[config.mk]
export PLATFORM = sky130hd
export DESIGN_NAME = ffpa_cell
export DESIGN_NICKNAME = d
export VERILOG_FILES = /design/src/rtl/core/ffpa_pkg.sv /design/src/rtl/core/ffpa_cell.sv
export SDC_FILE = /design/constraint.sdc
export NUM_CORES = 1
export LEC_CHECK = 0
export ABC_CLOCK_PERIOD_IN_PS = 4000
export BUFFER_PORTS_ARGS = -buffer_cell sky130_fd_sc_hd__buf_2
export CAP_MARGIN = 20
export CELL_PAD_IN_SITES_DETAIL_PLACEMENT = 1
export CELL_PAD_IN_SITES_GLOBAL_PLACEMENT = 1
export CORE_AREA = 2 2 181 183
export CTS_BUF_LIST = sky130_fd_sc_hd__clkbuf_4 sky130_fd_sc_hd__clkbuf_8
export CTS_CLUSTER_DIAMETER = 200
export DETAILED_ROUTE_END_ITERATION = 8
export DIE_AREA = 0 0 183 185
export GPL_ROUTABILITY_DRIVEN = 1
export PLACE_DENSITY_LB_ADDON = 0.1
export SETUP_SLACK_MARGIN = 0.1
export SYNTH_ARGS = -nofsm -noshare
export SYNTH_HDL_FRONTEND = slang
export SYNTH_SLANG_ARGS = --single-unit
export TNS_END_PERCENT = 1
[constraint.sdc]
create_clock -name clk_i -period 4 [get_ports clk_i]
set_clock_uncertainty 0.2 [all_clocks]
set_input_delay 1.2 -clock clk_i [delete_from_list [all_inputs] [get_ports clk_i]]
set_output_delay 1.2 -clock clk_i [all_outputs]
set_load 0.05 [all_outputs]
[src/rtl/core/ffpa_pkg.sv]
// Shared types and constants of the first-fit partition allocator.
`default_nettype none
package ffpa_pkg;

  localparam int unsigned SizeW    = 16;
  localparam int unsigned ProcW    = 8;
  localparam int unsigned JobW     = 8;
  localparam int unsigned InitW    = 6;
  localparam int unsigned StatusW  = 2;
  localparam int unsigned OutIdxW  = 6;
  localparam int unsigned CfgIdxW  = 2;
  localparam int unsigned CfgDataW = 16;

  localparam int unsigned MaxEntriesDef = 64;
  localparam int unsigned MaxInitialDef = 32;

  localparam logic [SizeW-1:0] FirstSizeRst  = SizeW'(10);
  localparam logic [SizeW-1:0] SizeStepRst   = SizeW'(30);
  localparam logic [InitW-1:0] InitCountRst  = InitW'(20);

  localparam logic [CfgIdxW-1:0] CfgFirstSize = CfgIdxW'(0);
  localparam logic [CfgIdxW-1:0] CfgSizeStep  = CfgIdxW'(1);
  localparam logic [CfgIdxW-1:0] CfgInitCount = CfgIdxW'(2);

  localparam logic OpRequest = 1'b0;
  localparam logic OpRelease = 1'b1;

  typedef enum logic [StatusW-1:0] {
    StOk      = 2'd0,
    StNoFit   = 2'd1,
    StNoOwner = 2'd2,
    StFull    = 2'd3
  } status_e;

  // command broadcast to every cell of the table
  typedef enum logic [2:0] {
    CellIdle,
    CellBuild,
    CellFit,
    CellOwn,
    CellSplit,
    CellTake,
    CellFree,
    CellClose
  } cell_op_e;

endpackage
`default_nettype wire

[src/rtl/core/ffpa_cell.sv]
// One table entry of the allocator, with its stage of the search and build wave.
`default_nettype none
module ffpa_cell import ffpa_pkg::*; #(
  parameter int unsigned Idx = 0,
  parameter int unsigned IW  = 6,
  parameter int unsigned CW  = 7,
  parameter int unsigned OW  = 5
) (
  input  wire logic             clk_i,
  input  wire logic             rst_ni,
  input  wire cell_op_e         op_i,
  input  wire logic [IW-1:0]    tgt_i,
  input  wire logic [CW-1:0]    cnt_i,
  input  wire logic [CW-1:0]    nbld_i,
  input  wire logic [SizeW-1:0] len_i,
  input  wire logic [SizeW-1:0] size_i,
  input  wire logic [SizeW-1:0] step_i,
  input  wire logic [ProcW-1:0] pid_i,
  input  wire logic [JobW-1:0]  jid_i,
  // left neighbor entry
  input  wire logic [OW-1:0]    l_org_i,
  input  wire logic [SizeW-1:0] l_off_i,
  input  wire logic [SizeW-1:0] l_size_i,
  input  wire logic             l_busy_i,
  input  wire logic [ProcW-1:0] l_pid_i,
  input  wire logic [JobW-1:0]  l_jid_i,
  // right neighbor entry
  input  wire logic [OW-1:0]    r_org_i,
  input  wire logic [SizeW-1:0] r_off_i,
  input  wire logic [SizeW-1:0] r_size_i,
  input  wire logic             r_busy_i,
  input  wire logic [ProcW-1:0] r_pid_i,
  input  wire logic [JobW-1:0]  r_jid_i,
  // own entry
  output logic [OW-1:0]         org_o,
  output logic [SizeW-1:0]      off_o,
  output logic [SizeW-1:0]      size_o,
  output logic                  busy_o,
  output logic [ProcW-1:0]      pid_o,
  output logic [JobW-1:0]       jid_o,
  // wave from the left
  input  wire logic             wi_tok_i,
  input  wire logic             wi_found_i,
  input  wire logic [IW-1:0]    wi_p_i,
  input  wire logic [SizeW-1:0] wi_off_i,
  input  wire logic [SizeW-1:0] wi_size_i,
  input  wire logic [OW-1:0]    wi_org_i,
  input  wire logic             wi_lbusy_i,
  input  wire logic [OW-1:0]    wi_lorg_i,
  input  wire logic [SizeW-1:0] wi_lsize_i,
  input  wire logic [SizeW-1:0] wi_loff_i,
  input  wire logic             wi_rbusy_i,
  input  wire logic [OW-1:0]    wi_rorg_i,
  input  wire logic [SizeW-1:0] wi_rsize_i,
  // wave to the right
  output logic                  wo_tok_o,
  output logic                  wo_found_o,
  output logic [IW-1:0]         wo_p_o,
  output logic [SizeW-1:0]      wo_off_o,
  output logic [SizeW-1:0]      wo_size_o,
  output logic [OW-1:0]         wo_org_o,
  output logic                  wo_lbusy_o,
  output logic [OW-1:0]         wo_lorg_o,
  output logic [SizeW-1:0]      wo_lsize_o,
  output logic [SizeW-1:0]      wo_loff_o,
  output logic                  wo_rbusy_o,
  output logic [OW-1:0]         wo_rorg_o,
  output logic [SizeW-1:0]      wo_rsize_o
);

  localparam logic [CW:0] IdxX = (CW+1)'(Idx);

  logic [OW-1:0]    org_q, org_d;
  logic [SizeW-1:0] off_q, off_d, size_q, size_d;
  logic             busy_q, busy_d;
  logic [ProcW-1:0] pid_q, pid_d;
  logic [JobW-1:0]  jid_q, jid_d;

  logic             tok_q, tok_d, found_q, found_d, lbusy_q, lbusy_d, rbusy_q, rbusy_d;
  logic [IW-1:0]    p_q, p_d;
  logic [SizeW-1:0] woff_q, woff_d, wsize_q, wsize_d, lsize_q, lsize_d;
  logic [SizeW-1:0] loff_q, loff_d, rsize_q, rsize_d;
  logic [OW-1:0]    worg_q, worg_d, lorg_q, lorg_d, rorg_q, rorg_d;

  logic [CW:0] cnt_x, tgt_x, tgt1_x;
  logic        in_tbl, nxt_in, in_bld, fit, own;

  always_comb begin
    cnt_x  = {1'b0, cnt_i};
    tgt_x  = (CW+1)'(tgt_i);
    tgt1_x = tgt_x + 1'b1;
    in_tbl = IdxX < cnt_x;
    nxt_in = (IdxX + 1'b1) < cnt_x;
    in_bld = IdxX < {1'b0, nbld_i};
    fit    = in_tbl && !busy_q && (size_q >= len_i);
    own    = in_tbl && busy_q && (pid_q == pid_i) && (jid_q == jid_i);
  end

  always_comb begin
    org_d  = org_q;
    off_d  = off_q;
    size_d = size_q;
    busy_d = busy_q;
    pid_d  = pid_q;
    jid_d  = jid_q;
    case (op_i)
      CellBuild: begin
        if (wi_tok_i) begin
          busy_d = 1'b0;
          if (in_bld) begin
            org_d  = OW'(Idx);
            off_d  = wi_off_i;
            size_d = wi_size_i;
          end
        end
      end
      CellSplit: begin
        if (IdxX == tgt_x) begin
          size_d = len_i;
          busy_d = 1'b1;
          pid_d  = pid_i;
          jid_d  = jid_i;
        end else if (IdxX == tgt1_x) begin
          // free remainder of the entry on the left
          org_d  = l_org_i;
          off_d  = l_off_i + len_i;
          size_d = l_size_i - len_i;
          busy_d = 1'b0;
        end else if (IdxX > tgt1_x && IdxX <= cnt_x) begin
          org_d  = l_org_i;
          off_d  = l_off_i;
          size_d = l_size_i;
          busy_d = l_busy_i;
          pid_d  = l_pid_i;
          jid_d  = l_jid_i;
        end
      end
      CellTake: begin
        if (IdxX == tgt_x) begin
          busy_d = 1'b1;
          pid_d  = pid_i;
          jid_d  = jid_i;
        end
      end
      CellFree: begin
        if (IdxX == tgt_x) begin
          busy_d = 1'b0;
          size_d = size_i;
        end
      end
      CellClose: begin
        if (IdxX >= tgt_x && nxt_in) begin
          org_d  = r_org_i;
          off_d  = r_off_i;
          size_d = r_size_i;
          busy_d = r_busy_i;
          pid_d  = r_pid_i;
          jid_d  = r_jid_i;
        end
      end
      default: ;
    endcase
  end

  always_comb begin
    tok_d   = wi_tok_i;
    found_d = wi_found_i;
    p_d     = wi_p_i;
    woff_d  = wi_off_i;
    wsize_d = wi_size_i;
    worg_d  = wi_org_i;
    lbusy_d = wi_lbusy_i;
    lorg_d  = wi_lorg_i;
    lsize_d = wi_lsize_i;
    loff_d  = wi_loff_i;
    rbusy_d = wi_rbusy_i;
    rorg_d  = wi_rorg_i;
    rsize_d = wi_rsize_i;
    case (op_i)
      CellBuild: begin
        woff_d  = wi_off_i + wi_size_i;
        wsize_d = wi_size_i + step_i;
      end
      CellFit: begin
        if (wi_tok_i && !wi_found_i && fit) begin
          found_d = 1'b1;
          p_d     = IW'(Idx);
          woff_d  = off_q;
          wsize_d = size_q;
          worg_d  = org_q;
        end
      end
      CellOwn: begin
        // last match wins, neighbors captured along with it
        if (wi_tok_i && own) begin
          found_d = 1'b1;
          p_d     = IW'(Idx);
          woff_d  = off_q;
          wsize_d = size_q;
          worg_d  = org_q;
          lbusy_d = l_busy_i;
          lorg_d  = l_org_i;
          lsize_d = l_size_i;
          loff_d  = l_off_i;
          rbusy_d = r_busy_i || !nxt_in;
          rorg_d  = r_org_i;
          rsize_d = r_size_i;
        end
      end
      default: ;
    endcase
  end

  always_ff @(posedge clk_i or negedge rst_ni) begin
    if (!rst_ni) begin
      busy_q <= 1'b0;
      tok_q  <= 1'b0;
    end else begin
      busy_q <= busy_d;
      tok_q  <= tok_d;
    end
  end

  always_ff @(posedge clk_i) begin
    org_q   <= org_d;
    off_q   <= off_d;
    size_q  <= size_d;
    pid_q   <= pid_d;
    jid_q   <= jid_d;
    found_q <= found_d;
    p_q     <= p_d;
    woff_q  <= woff_d;
    wsize_q <= wsize_d;
    worg_q  <= worg_d;
    lbusy_q <= lbusy_d;
    lorg_q  <= lorg_d;
    lsize_q <= lsize_d;
    loff_q  <= loff_d;
    rbusy_q <= rbusy_d;
    rorg_q  <= rorg_d;
    rsize_q <= rsize_d;
  end

  assign org_o      = org_q;
  assign off_o      = off_q;
  assign size_o     = size_q;
  assign busy_o     = busy_q;
  assign pid_o      = pid_q;
  assign jid_o      = jid_q;
  assign wo_tok_o   = tok_q;
  assign wo_found_o = found_q;
  assign wo_p_o     = p_q;
  assign wo_off_o   = woff_q;
  assign wo_size_o  = wsize_q;
  assign wo_org_o   = worg_q;
  assign wo_lbusy_o = lbusy_q;
  assign wo_lorg_o  = lorg_q;
  assign wo_lsize_o = lsize_q;
  assign wo_loff_o  = loff_q;
  assign wo_rbusy_o = rbusy_q;
  assign wo_rorg_o  = rorg_q;
  assign wo_rsize_o = rsize_q;

endmodule
`default_nettype wire

==> impl_metrics.env, run 1 <==
export IMPL_vias_per_cell=5.35
export IMPL_synth_area_sq_um=10000
export IMPL_maxCapViolations=0
export IMPL_portBuffers=460
export IMPL_irDropWorstVdd_mv=0.233
export IMPL_multi_input_area_sq_um=5860
export IMPL_route_met3_wl_um=2860
export IMPL_dr_pass1_iters=8
export IMPL_p_total_uw=4830
export IMPL_top_layer="met5"
export IMPL_synth_cells=1065
export IMPL_grt_max_degree=64
export IMPL_antenna_left=0
export IMPL_rows=66
export IMPL_rsz0062_at_grt="no"
export IMPL_reg2reg_slack_ns=0.55
export IMPL_routed_wl_um=45700
export IMPL_postCtsResizedCells=0
export IMPL_p_per_area_nw_per_um2=356
export IMPL_cp_buffers_inverters=4
export IMPL_drt_met1_wl_um=21200
export IMPL_cts_root_buf="clkbuf_8"
export IMPL_post_cts_buffers=0
export IMPL_ys_types=65
export IMPL_slew_violations=0
export IMPL_worstPathRequired_ns=4.18
export IMPL_cp_arrival_ns=3.78
export IMPL_hold_violations=0
export IMPL_status="completed"
export IMPL_tritoncts="built"
export IMPL_nFillCells=3870
export IMPL_timing_final_crit_share=0.898
export IMPL_setup_violations=0
export IMPL_vias=10600
export IMPL_syn_to_final_growth_pct=35.3
export IMPL_die_w_um=183
export IMPL_post_dp_hpwl_um=37600
export IMPL_synth_compound_area_share=0.232
export IMPL_ys_ff_latch=159
export IMPL_wl_per_cell_um=23.1
export IMPL_crit_family="compound AO/OA/AOI/OAI gates"
export IMPL_antenna_found_initial=6
export IMPL_critPathLaunchType="input port"
export IMPL_fin_ws_ns=0.406
export IMPL_syn_avg_cell_area_sq_um=9.41
export IMPL_yosys_warnings=0
export IMPL_relSlewSlack=0.369
export IMPL_initial_utilization=0.313
export IMPL_tightest_slew_ns=0.946
export IMPL_end_kind="register"
export IMPL_cp_slowest_cell="a311o_1"
export IMPL_drive_gt1_frac=0.401
export IMPL_io_pins=461
export IMPL_synth_edf_count=53
export IMPL_grt_use_total=0.261
export IMPL_synth_xor_area_frac=0.0542
export IMPL_core_area_sq_um=32000
export IMPL_total_leakage_power_uw=0.00639
export IMPL_clk_latency_ns=0.51
export IMPL_gr_total_overflow=0
export IMPL_path_common_cell="inv_1"
export IMPL_cts_made_buffers=17
export IMPL_regArea_sq_um=3720
export IMPL_path_cells="buf_2 > inv_1 > ha_1 > and4_1 > a311o_1 > a221o_1 > a221oi_2 > nor2b_1 > and3b_2 > buf_12 > a222oi_1 > inv_1"
export IMPL_clk_pin_slew_worst_paths_ns=0.10
export IMPL_async_flop_share=0.0126
export IMPL_yosys_area_share_simple=0.113
export IMPL_place_congestion=0.883
export IMPL_whs_ns=0.263
export IMPL_cts_sinks=159
export IMPL_drt_initial_drc_count=648
export IMPL_syn_nets=1449
export IMPL_max_freq_mhz=278
export IMPL_layout_nets=1940
export IMPL_die_area_sq_um=33900
export IMPL_grt_pass1_vias=10400
export IMPL_htree_levels=4
export IMPL_cts_path_max_buffers=2
export IMPL_route_met2_wl_um=20800
export IMPL_cpPeakStageDelay_ns=0.36
export IMPL_ys_seq_area_frac=0.371
export IMPL_grt_pass1_wl_um=64900
export IMPL_yosys_mux_area_fraction=0.0787
export IMPL_critical_path_class="in2reg"
export IMPL_fp_dieH_um=185
export IMPL_critPathMaxFanout=24
export IMPL_fin_crit_ns=3.59
export IMPL_ys_flop_type="dfxtp_1"
export IMPL_hold_buffers=0
export IMPL_drc_errors=0
export IMPL_min_delay_path_class="in2async"
export IMPL_synth_fa_ha_area_frac=0.105
export IMPL_utilization=0.423
export IMPL_synth_top_family_by_area="compound AO/OA/AOI/OAI gates"
export IMPL_dp_slack_ns=-0.104
## placed cells by master, fill, tap and decap left out, drive strengths merged, types with 5 or more instances in the layout
cell    instances
a211oi         13
a21o           18
a21oi          79
a221o           9
a221oi          5
a222oi         20
a22o            5
a22oi          32
a31oi          15
and3           11
buf           524
clkbuf         18
dfxtp         104
diode           5
edfxtp         53
ha             78
inv            68
mux2           65
mux2i           5
nand2          47
nand2b          6
nand3          20
nor2           64
nor2b          13
nor3           37
nor4            5
o211ai          5
o21a           15
o21ai          84
o21bai          7
o221ai         13
o22a            7
o31ai           6
or3            12
xnor2          31
xor2           31
## flip-flops by register name (all words and copies together), names as in the netlist, 5 cells and up
register / cells
off_o: 16
size_o: 16
wo_loff_o: 16
wo_lsize_o: 16
wo_off_o: 16
wo_rsize_o: 16
wo_size_o: 16
jid_o: 8
pid_o: 8
wo_p_o: 6
org_o: 5
wo_lorg_o: 5
wo_org_o: 5
wo_rorg_o: 5
## synthesized netlist by cell type, types with 12 or more instances
library cell / instances / area share
nor2_1: 64 / 0.024
nand3_1: 20 / 0.010
ha_1: 78 / 0.097
or3_1: 12 / 0.0075
a222oi_1: 20 / 0.020
a31oi_1: 15 / 0.0094
a21oi_1: 79 / 0.039
edfxtp_1: 53 / 0.16
xor2_1: 31 / 0.027
xnor2_1: 31 / 0.027
o221ai_1: 13 / 0.011
a22oi_1: 32 / 0.024
inv_1: 58 / 0.022
nand2_1: 47 / 0.018
o21ai_0: 83 / 0.041
dfxtp_1: 104 / 0.21
a21o_1: 18 / 0.013
clkbuf_1: 34 / 0.013
mux2_2: 63 / 0.071
buf_2: 12 / 0.0060
nor2b_1: 13 / 0.0081
nor3_1: 36 / 0.018
a211oi_1: 13 / 0.0097
o21a_1: 15 / 0.011
## per-stage QoR
step / cells / TNS (ns) / instance area, sq um
finish: 1982 / 0 / 13600
global placement: 1945 / -0.0650 / 13100
detailed placement: 1945 / -1.85 / 13100
CTS: 1977 / 0 / 13500
floorplan: 1065 / 0 / 10000
global route: 1979 / 0 / 13600
## final cells by class
type                    count  share of cell area
inverters                  59              0.0163
multi-input cells         795               0.432
flip-flops and latches    159               0.275
clock inverters            14              0.0119
repair buffers            524               0.209
clock buffers              18              0.0178
diodes                      5            0.000923
well taps                 408              0.0376
## routing by layer
layer  track usage  vias to the layer above
li1              -                     5010
met1         0.363                     5185
met2         0.407                      372
met3        0.0541                       43
met4        0.0790                        2
met5             0                        -
## power by group
group,switching [uW],total [uW],internal (uW)
sequential,91.9,1900,1810
combinational,1080,1630,556
clock,764,1300,534
total,1930,4830,2900
## logic make-up (layout without fill, tap and decap cells)
family,Yosys count,after routing
and+or+nand+nor,232,232
adders and majority gates,82,82
DFF,159,159
muxes,70,70
other,0,5
buffers and inverters,111,615
AOI/OAI and AO/OA,349,349
xor gates and xnor gates,62,62
## path summary, 6_finish.rpt
check                                start           end  cells after the start
worst max-delay path             len_i[11]  wo_size_o[0]                     12
worst min register to register   off_o[10]  wo_off_o[10]                      2
min in group clk_i               off_o[10]  wo_off_o[10]                      2
worst min-delay path                rst_ni      wo_tok_o                      1
max in group asynchronous           rst_ni        busy_o                      1
worst max register to register  size_o[11]  wo_size_o[0]                     10
Power figures use the tool's default switching activity.
==> run 2, diff against run 1 <==
--- a/config.mk
+++ b/config.mk
@@ -8,15 +8,13 @@
 export ABC_CLOCK_PERIOD_IN_PS = 4000
 export BUFFER_PORTS_ARGS = -buffer_cell sky130_fd_sc_hd__buf_2
 export CAP_MARGIN = 20
-export CELL_PAD_IN_SITES_DETAIL_PLACEMENT = 1
-export CELL_PAD_IN_SITES_GLOBAL_PLACEMENT = 1
-export CORE_AREA = 2 2 181 183
+export CORE_AREA = 2 2 178 180
 export CTS_BUF_LIST = sky130_fd_sc_hd__clkbuf_4 sky130_fd_sc_hd__clkbuf_8
 export CTS_CLUSTER_DIAMETER = 200
 export DETAILED_ROUTE_END_ITERATION = 8
-export DIE_AREA = 0 0 183 185
+export DIE_AREA = 0 0 180 182
 export GPL_ROUTABILITY_DRIVEN = 1
-export PLACE_DENSITY_LB_ADDON = 0.1
+export GPL_TIMING_DRIVEN = 0
 export SETUP_SLACK_MARGIN = 0.1
 export SYNTH_ARGS = -nofsm -noshare
 export SYNTH_HDL_FRONTEND = slang
==> impl_metrics.env, run 2 (same netlist as run 1, synthesis figures left out) <==
export IMPL_htree_levels=4
export IMPL_fp_dieH_um=182
export IMPL_grt_pass1_wl_um=62100
export IMPL_dp_cells=1924
export IMPL_worstPathRequired_ns=4.13
export IMPL_utilization=0.429
export IMPL_drt_initial_drc_count=1067
export IMPL_cpPeakStageDelay_ns=0.35
export IMPL_drive_gt1_frac=0.371
export IMPL_die_area_sq_um=32800
export IMPL_whs_ns=0.274
export IMPL_status="completed"
export IMPL_die_w_um=180
export IMPL_rows=65
export IMPL_reg2reg_from="size_o[13]"
export IMPL_irDropWorstVdd_mv=0.192
export IMPL_hold_violations=0
export IMPL_top_layer="met5"
export IMPL_timing_final_crit_share=0.964
export IMPL_critPathLaunchType="input port"
export IMPL_setup_violations=0
export IMPL_p_sw_uw=1800
export IMPL_route_met3_wl_um=3340
export IMPL_io_pins=461
export IMPL_route_met2_wl_um=20400
export IMPL_total_leakage_power_uw=0.00616
export IMPL_fin_crit_ns=3.86
export IMPL_reg2reg_depth=11
export IMPL_seq_power_share=0.394
export IMPL_relSlewSlack=0.387
export IMPL_end_kind="register"
export IMPL_layout_nets=1928
export IMPL_p_total_uw=4780
export IMPL_antenna_left=0
export IMPL_drt_met1_wl_um=19400
export IMPL_grt_use_total=0.258
export IMPL_slew_violations=0
export IMPL_p_per_area_nw_per_um2=360
export IMPL_initial_utilization=0.324
export IMPL_p_int_uw=2980
export IMPL_final_cell_mix="467 x buf_2, 104 x dfxtp_1, 83 x o21ai_0"
export IMPL_critical_path_class="in2reg"
export IMPL_p_clk_frac=0.272
export IMPL_drc_errors=0
export IMPL_place_congestion=0.939
export IMPL_gr_total_overflow=0
export IMPL_maxCapViolations=0
export IMPL_max_freq_mhz=259
export IMPL_combPwrFrac=0.334
export IMPL_vias_per_cell=5.44
export IMPL_nFillCells=3155
export IMPL_antenna_found_initial=4
export IMPL_clk_latency_ns=0.52
export IMPL_portBuffers=457
export IMPL_vias=10700
export IMPL_tightest_slew_ns=0.913
export IMPL_cts_root_buf="clkbuf_8"
export IMPL_critPathMaxFanout=10
export IMPL_tritoncts="built"
export IMPL_reg2reg_slack_ns=0.65
export IMPL_clk_pin_slew_worst_paths_ns=0.08
export IMPL_wl_per_cell_um=22.7
export IMPL_setup_tns_final_ns=0
export IMPL_core_area_sq_um=31000
export IMPL_cts_path_max_buffers=2
export IMPL_path_common_cell="buf_2"
export IMPL_syn_to_final_growth_pct=32.4
export IMPL_crit_family="compound AO/OA/AOI/OAI gates"
export IMPL_sw_frac_of_total=0.377
export IMPL_layout_commonest_cell="buf_2"
export IMPL_rsz0062_at_grt="yes"
export IMPL_path_cells="buf_2 > clkinvlp_4 > ha_1 > and4_1 > a311o_1 > a221o_1 > a221oi_2 > nor2b_1 > and3b_1 > buf_6 > buf_2 > a22oi_1 > o21ai_0"
export IMPL_cts_sinks=159
export IMPL_post_dp_hpwl_um=36900
export IMPL_cp_slowest_cell="ha_1"
export IMPL_timing_rr_end="wo_size_o[2]"
export IMPL_dr_pass1_iters=8
export IMPL_grt_pass1_vias=9912
export IMPL_cp_buffers_inverters=4
export IMPL_routed_wl_um=44500
export IMPL_fin_cells=1962
export IMPL_min_delay_path_class="in2async"
export IMPL_cp_arrival_ns=3.98
export IMPL_grt_max_degree=22
export IMPL_cts_made_buffers=17
## run 2: area by class of cell
cell class	count	area, sq um	share of cell area
plain buffers	52	238	0.0179
well taps	402	503	0.0379
clock buffers	21	264	0.0199
repair buffers	460	2330	0.175
multi-input cells	795	5850	0.440
inverters	59	225	0.0170
flip-flops and latches	159	3720	0.280
diodes	3	7.51	0.000565
clock inverters	11	140	0.0106
## run 2: worst max-delay path by stage
stage,startpoint,end,slack [ns],depth (start not counted)
after floorplan,len_i[15],wo_off_o[9],0.27,12
after global placement,len_i[15],wo_size_o[15],-0.63,12
after detailed placement,len_i[15],wo_size_o[15],-0.63,12
after CTS,tgt_i[3],org_o[1],0.11,7
after global routing,len_i[15],wo_size_o[2],0.09,13
final,len_i[15],wo_size_o[2],0.14,13
## run 2: repair_timing
action | in CTS | in global routing
setup buffers | 2 | 0
hold buffers | 0 | 0
pin swaps | 1 | 0
resized for setup | 0 | 3
setup endpoints to repair | 29 | 26
gates cloned | 0 | 0
hold endpoints to repair | 0 | 0
## run 2: through the flow
step                      setup slack (ns)  cell area (sq um)
final                                0.143              13300
after global placement              -0.630              12800
after global routing                0.0858              13300
after detailed placement            -0.633              12800
after CTS                            0.109              13200
after floorplan                      0.273              10000
## run 2: power groups by stage
| stage | clock network [uW] | logic (uW) | registers (uW) |
|---|---|---|---|
| floorplan | 0 | 597 | 2340 |
| global placement | 0 | 1550 | 1920 |
| detailed placement | 0 | 1570 | 1920 |
| finish | 1300 | 1590 | 1880 |
| global route | 1390 | 1700 | 1890 |
| CTS | 1330 | 1570 | 1880 |
## run 2: metal layers
metal	up-vias	track usage
li1	4984	-
met3	72	0.0497
met5	-	0
met4	2	0.0911
met1	5087	0.348
met2	535	0.412
==> run 3, diff against run 2 <==
--- a/config.mk
+++ b/config.mk
@@ -6,13 +6,13 @@
 export NUM_CORES = 1
 export LEC_CHECK = 0
 export ABC_CLOCK_PERIOD_IN_PS = 4000
-export BUFFER_PORTS_ARGS = -buffer_cell sky130_fd_sc_hd__buf_2
 export CAP_MARGIN = 20
-export CORE_AREA = 2 2 178 180
+export CORE_AREA = 2 2 179 181
 export CTS_BUF_LIST = sky130_fd_sc_hd__clkbuf_4 sky130_fd_sc_hd__clkbuf_8
 export CTS_CLUSTER_DIAMETER = 200
 export DETAILED_ROUTE_END_ITERATION = 8
-export DIE_AREA = 0 0 180 182
+export DIE_AREA = 0 0 181 183
+export DONT_BUFFER_PORTS = 1
 export GPL_ROUTABILITY_DRIVEN = 1
 export GPL_TIMING_DRIVEN = 0
 export SETUP_SLACK_MARGIN = 0.1
==> impl_metrics.env, run 3 (same netlist as run 1, synthesis figures left out) <==
export IMPL_slew_violations=0
export IMPL_worstPathRequired_ns=4.16
export IMPL_htree_levels=4
export IMPL_setup_violations=0
export IMPL_drc_errors=0
export IMPL_fin_crit_ns=3.83
export IMPL_clk_latency_ns=0.50
export IMPL_die_area_sq_um=33100
export IMPL_tightest_slew_ns=0.831
export IMPL_setup_tns_final_ns=0
export IMPL_grt_pass1_vias=8432
export IMPL_initial_utilization=0.321
export IMPL_post_dp_hpwl_um=35300
export IMPL_syn_to_final_growth_pct=9.32
export IMPL_io_pins=461
export IMPL_total_leakage_power_uw=0.00435
export IMPL_p_total_uw=4470
export IMPL_relSlewSlack=0.446
export IMPL_cpPeakStageDelay_ns=0.43
export IMPL_maxCapViolations=0
export IMPL_clk_pin_slew_worst_paths_ns=0.09
export IMPL_critical_path_class="in2reg"
export IMPL_core_area_sq_um=31200
export IMPL_cp_slowest_cell="a222oi_1"
export IMPL_hold_violations=0
export IMPL_place_congestion=0.921
export IMPL_final_cell_mix="104 x dfxtp_1, 83 x o21ai_0, 79 x a21oi_1"
export IMPL_critPathMaxFanout=10
export IMPL_die_w_um=181
export IMPL_drt_initial_drc_count=865
export IMPL_cts_root_buf="clkbuf_8"
export IMPL_grt_max_degree=22
export IMPL_wl_per_cell_um=28.4
export IMPL_rsz0062_at_grt="yes"
export IMPL_min_delay_path_class="in2async"
export IMPL_fin_cells=1503
export IMPL_dr_pass1_iters=9
export IMPL_gr_total_overflow=0
export IMPL_critPathLaunchType="input port"
export IMPL_utilization=0.351
export IMPL_p_per_area_nw_per_um2=407
export IMPL_end_kind="register"
export IMPL_layout_nets=1470
export IMPL_status="completed"
export IMPL_vias=9028
export IMPL_grt_use_total=0.248
export IMPL_antenna_found_initial=4
export IMPL_hold_buffers=0
export IMPL_cp_arrival_ns=3.99
export IMPL_tritoncts="built"
export IMPL_routed_wl_um=42600
export IMPL_cts_made_buffers=17
export IMPL_drive_gt1_frac=0.109
export IMPL_grt_pass1_wl_um=58800
export IMPL_rows=65
export IMPL_vias_per_cell=6.01
export IMPL_timing_final_crit_share=0.957
export IMPL_dp_cells=1467
export IMPL_irDropWorstVdd_mv=0.192
export IMPL_portBuffers=0
export IMPL_antenna_left=0
export IMPL_fp_dieH_um=183
export IMPL_cts_sinks=159
export IMPL_layout_commonest_cell="dfxtp_1"
export IMPL_cts_path_max_buffers=2
export IMPL_path_common_cell="buf_6"
export IMPL_max_freq_mhz=261
export IMPL_path_cells="clkinv_1 > ha_1 > and4_1 > a311o_1 > a221o_1 > a221oi_2 > nor2b_1 > and3b_1 > buf_6 > buf_6 > a222oi_1 > inv_1"
[run 3: changes by cell type in the layout (fill, tap and decap cells not counted), moves of 2 or more]
cell / delta
inv_6: +5
clkbuf_8: +2
clkinvlp_4: -3
clkbuf_4: -6
buf_2: -455
[run 3: metal layers]
layer | GRT usage | part of all wire | vias up
met1 | 0.315 | 0.41 | 4322
met3 | 0.0951 | 0.11 | 95
met2 | 0.372 | 0.44 | 543
li1 | - | - | 4062
met5 | 0 | 0.00096 | -
met4 | 0.115 | 0.043 | 6
[run 3: per-stage QoR]
step | hold slack (ns) | worst slack (ns) | instance area (sq um)
5_1_grt | 0.174 | 0.0893 | 11000
4_1_cts | 0.169 | 0.255 | 11000
6_report | 0.205 | 0.173 | 11000
2_1_floorplan | 0.614 | 0.273 | 10000
3_5_place_dp | 0.680 | -0.444 | 10500
3_3_place_gp | 0.668 | -0.426 | 10500
[run 3: where the power goes]
group	total [uW]	leakage [uW]	switching, uW	internal, uW
clock network	1320	0.000214	718	603
registers	2360	0.00139	551	1810
logic	780	0.00275	443	337
[run 3: critical path: cells and delay by family]
kind / cells / cell delay (ns)
AOI/OAI and AO/OA: 4 / 1.27
buffers and inverters: 4 / 0.60
adders and majority gates: 1 / 0.41
and+or+nand+nor: 3 / 0.49
[run 3: worst paths after layout]
kind	from	end	slack (ns)	depth (start not counted)
worst max-delay path	len_i[15]	wo_off_o[1]	0.17	12
worst min-delay path	rst_ni	wo_tok_o	0.21	0
worst max register to register	size_o[15]	wo_off_o[1]	0.34	11
worst min register to register	off_o[2]	wo_off_o[2]	0.70	2
max in group asynchronous	rst_ni	busy_o	3.33	0
min in group clk_i	wi_tok_i	wo_tok_o	0.54	0
[run 3: area by class of cell]
cell class	count	area, sq um
tap	402	503
inverter	59	221
sequential	159	3720
antenna	2	5.00
timing repair buffer	2	15.0
multi-input combinational	795	5850
buffer	52	233
clock inverter	13	149
fill	3245	20300
clock buffer	19	262
[run 3: what timing repair did]
item                                    in CTS  in global routing
endpoints found under the setup margin       4                 17
buffers inserted                             2                  0
hold endpoints to repair                     0                  0
gates resized for setup                      0                  1
pin swaps                                    1                  0
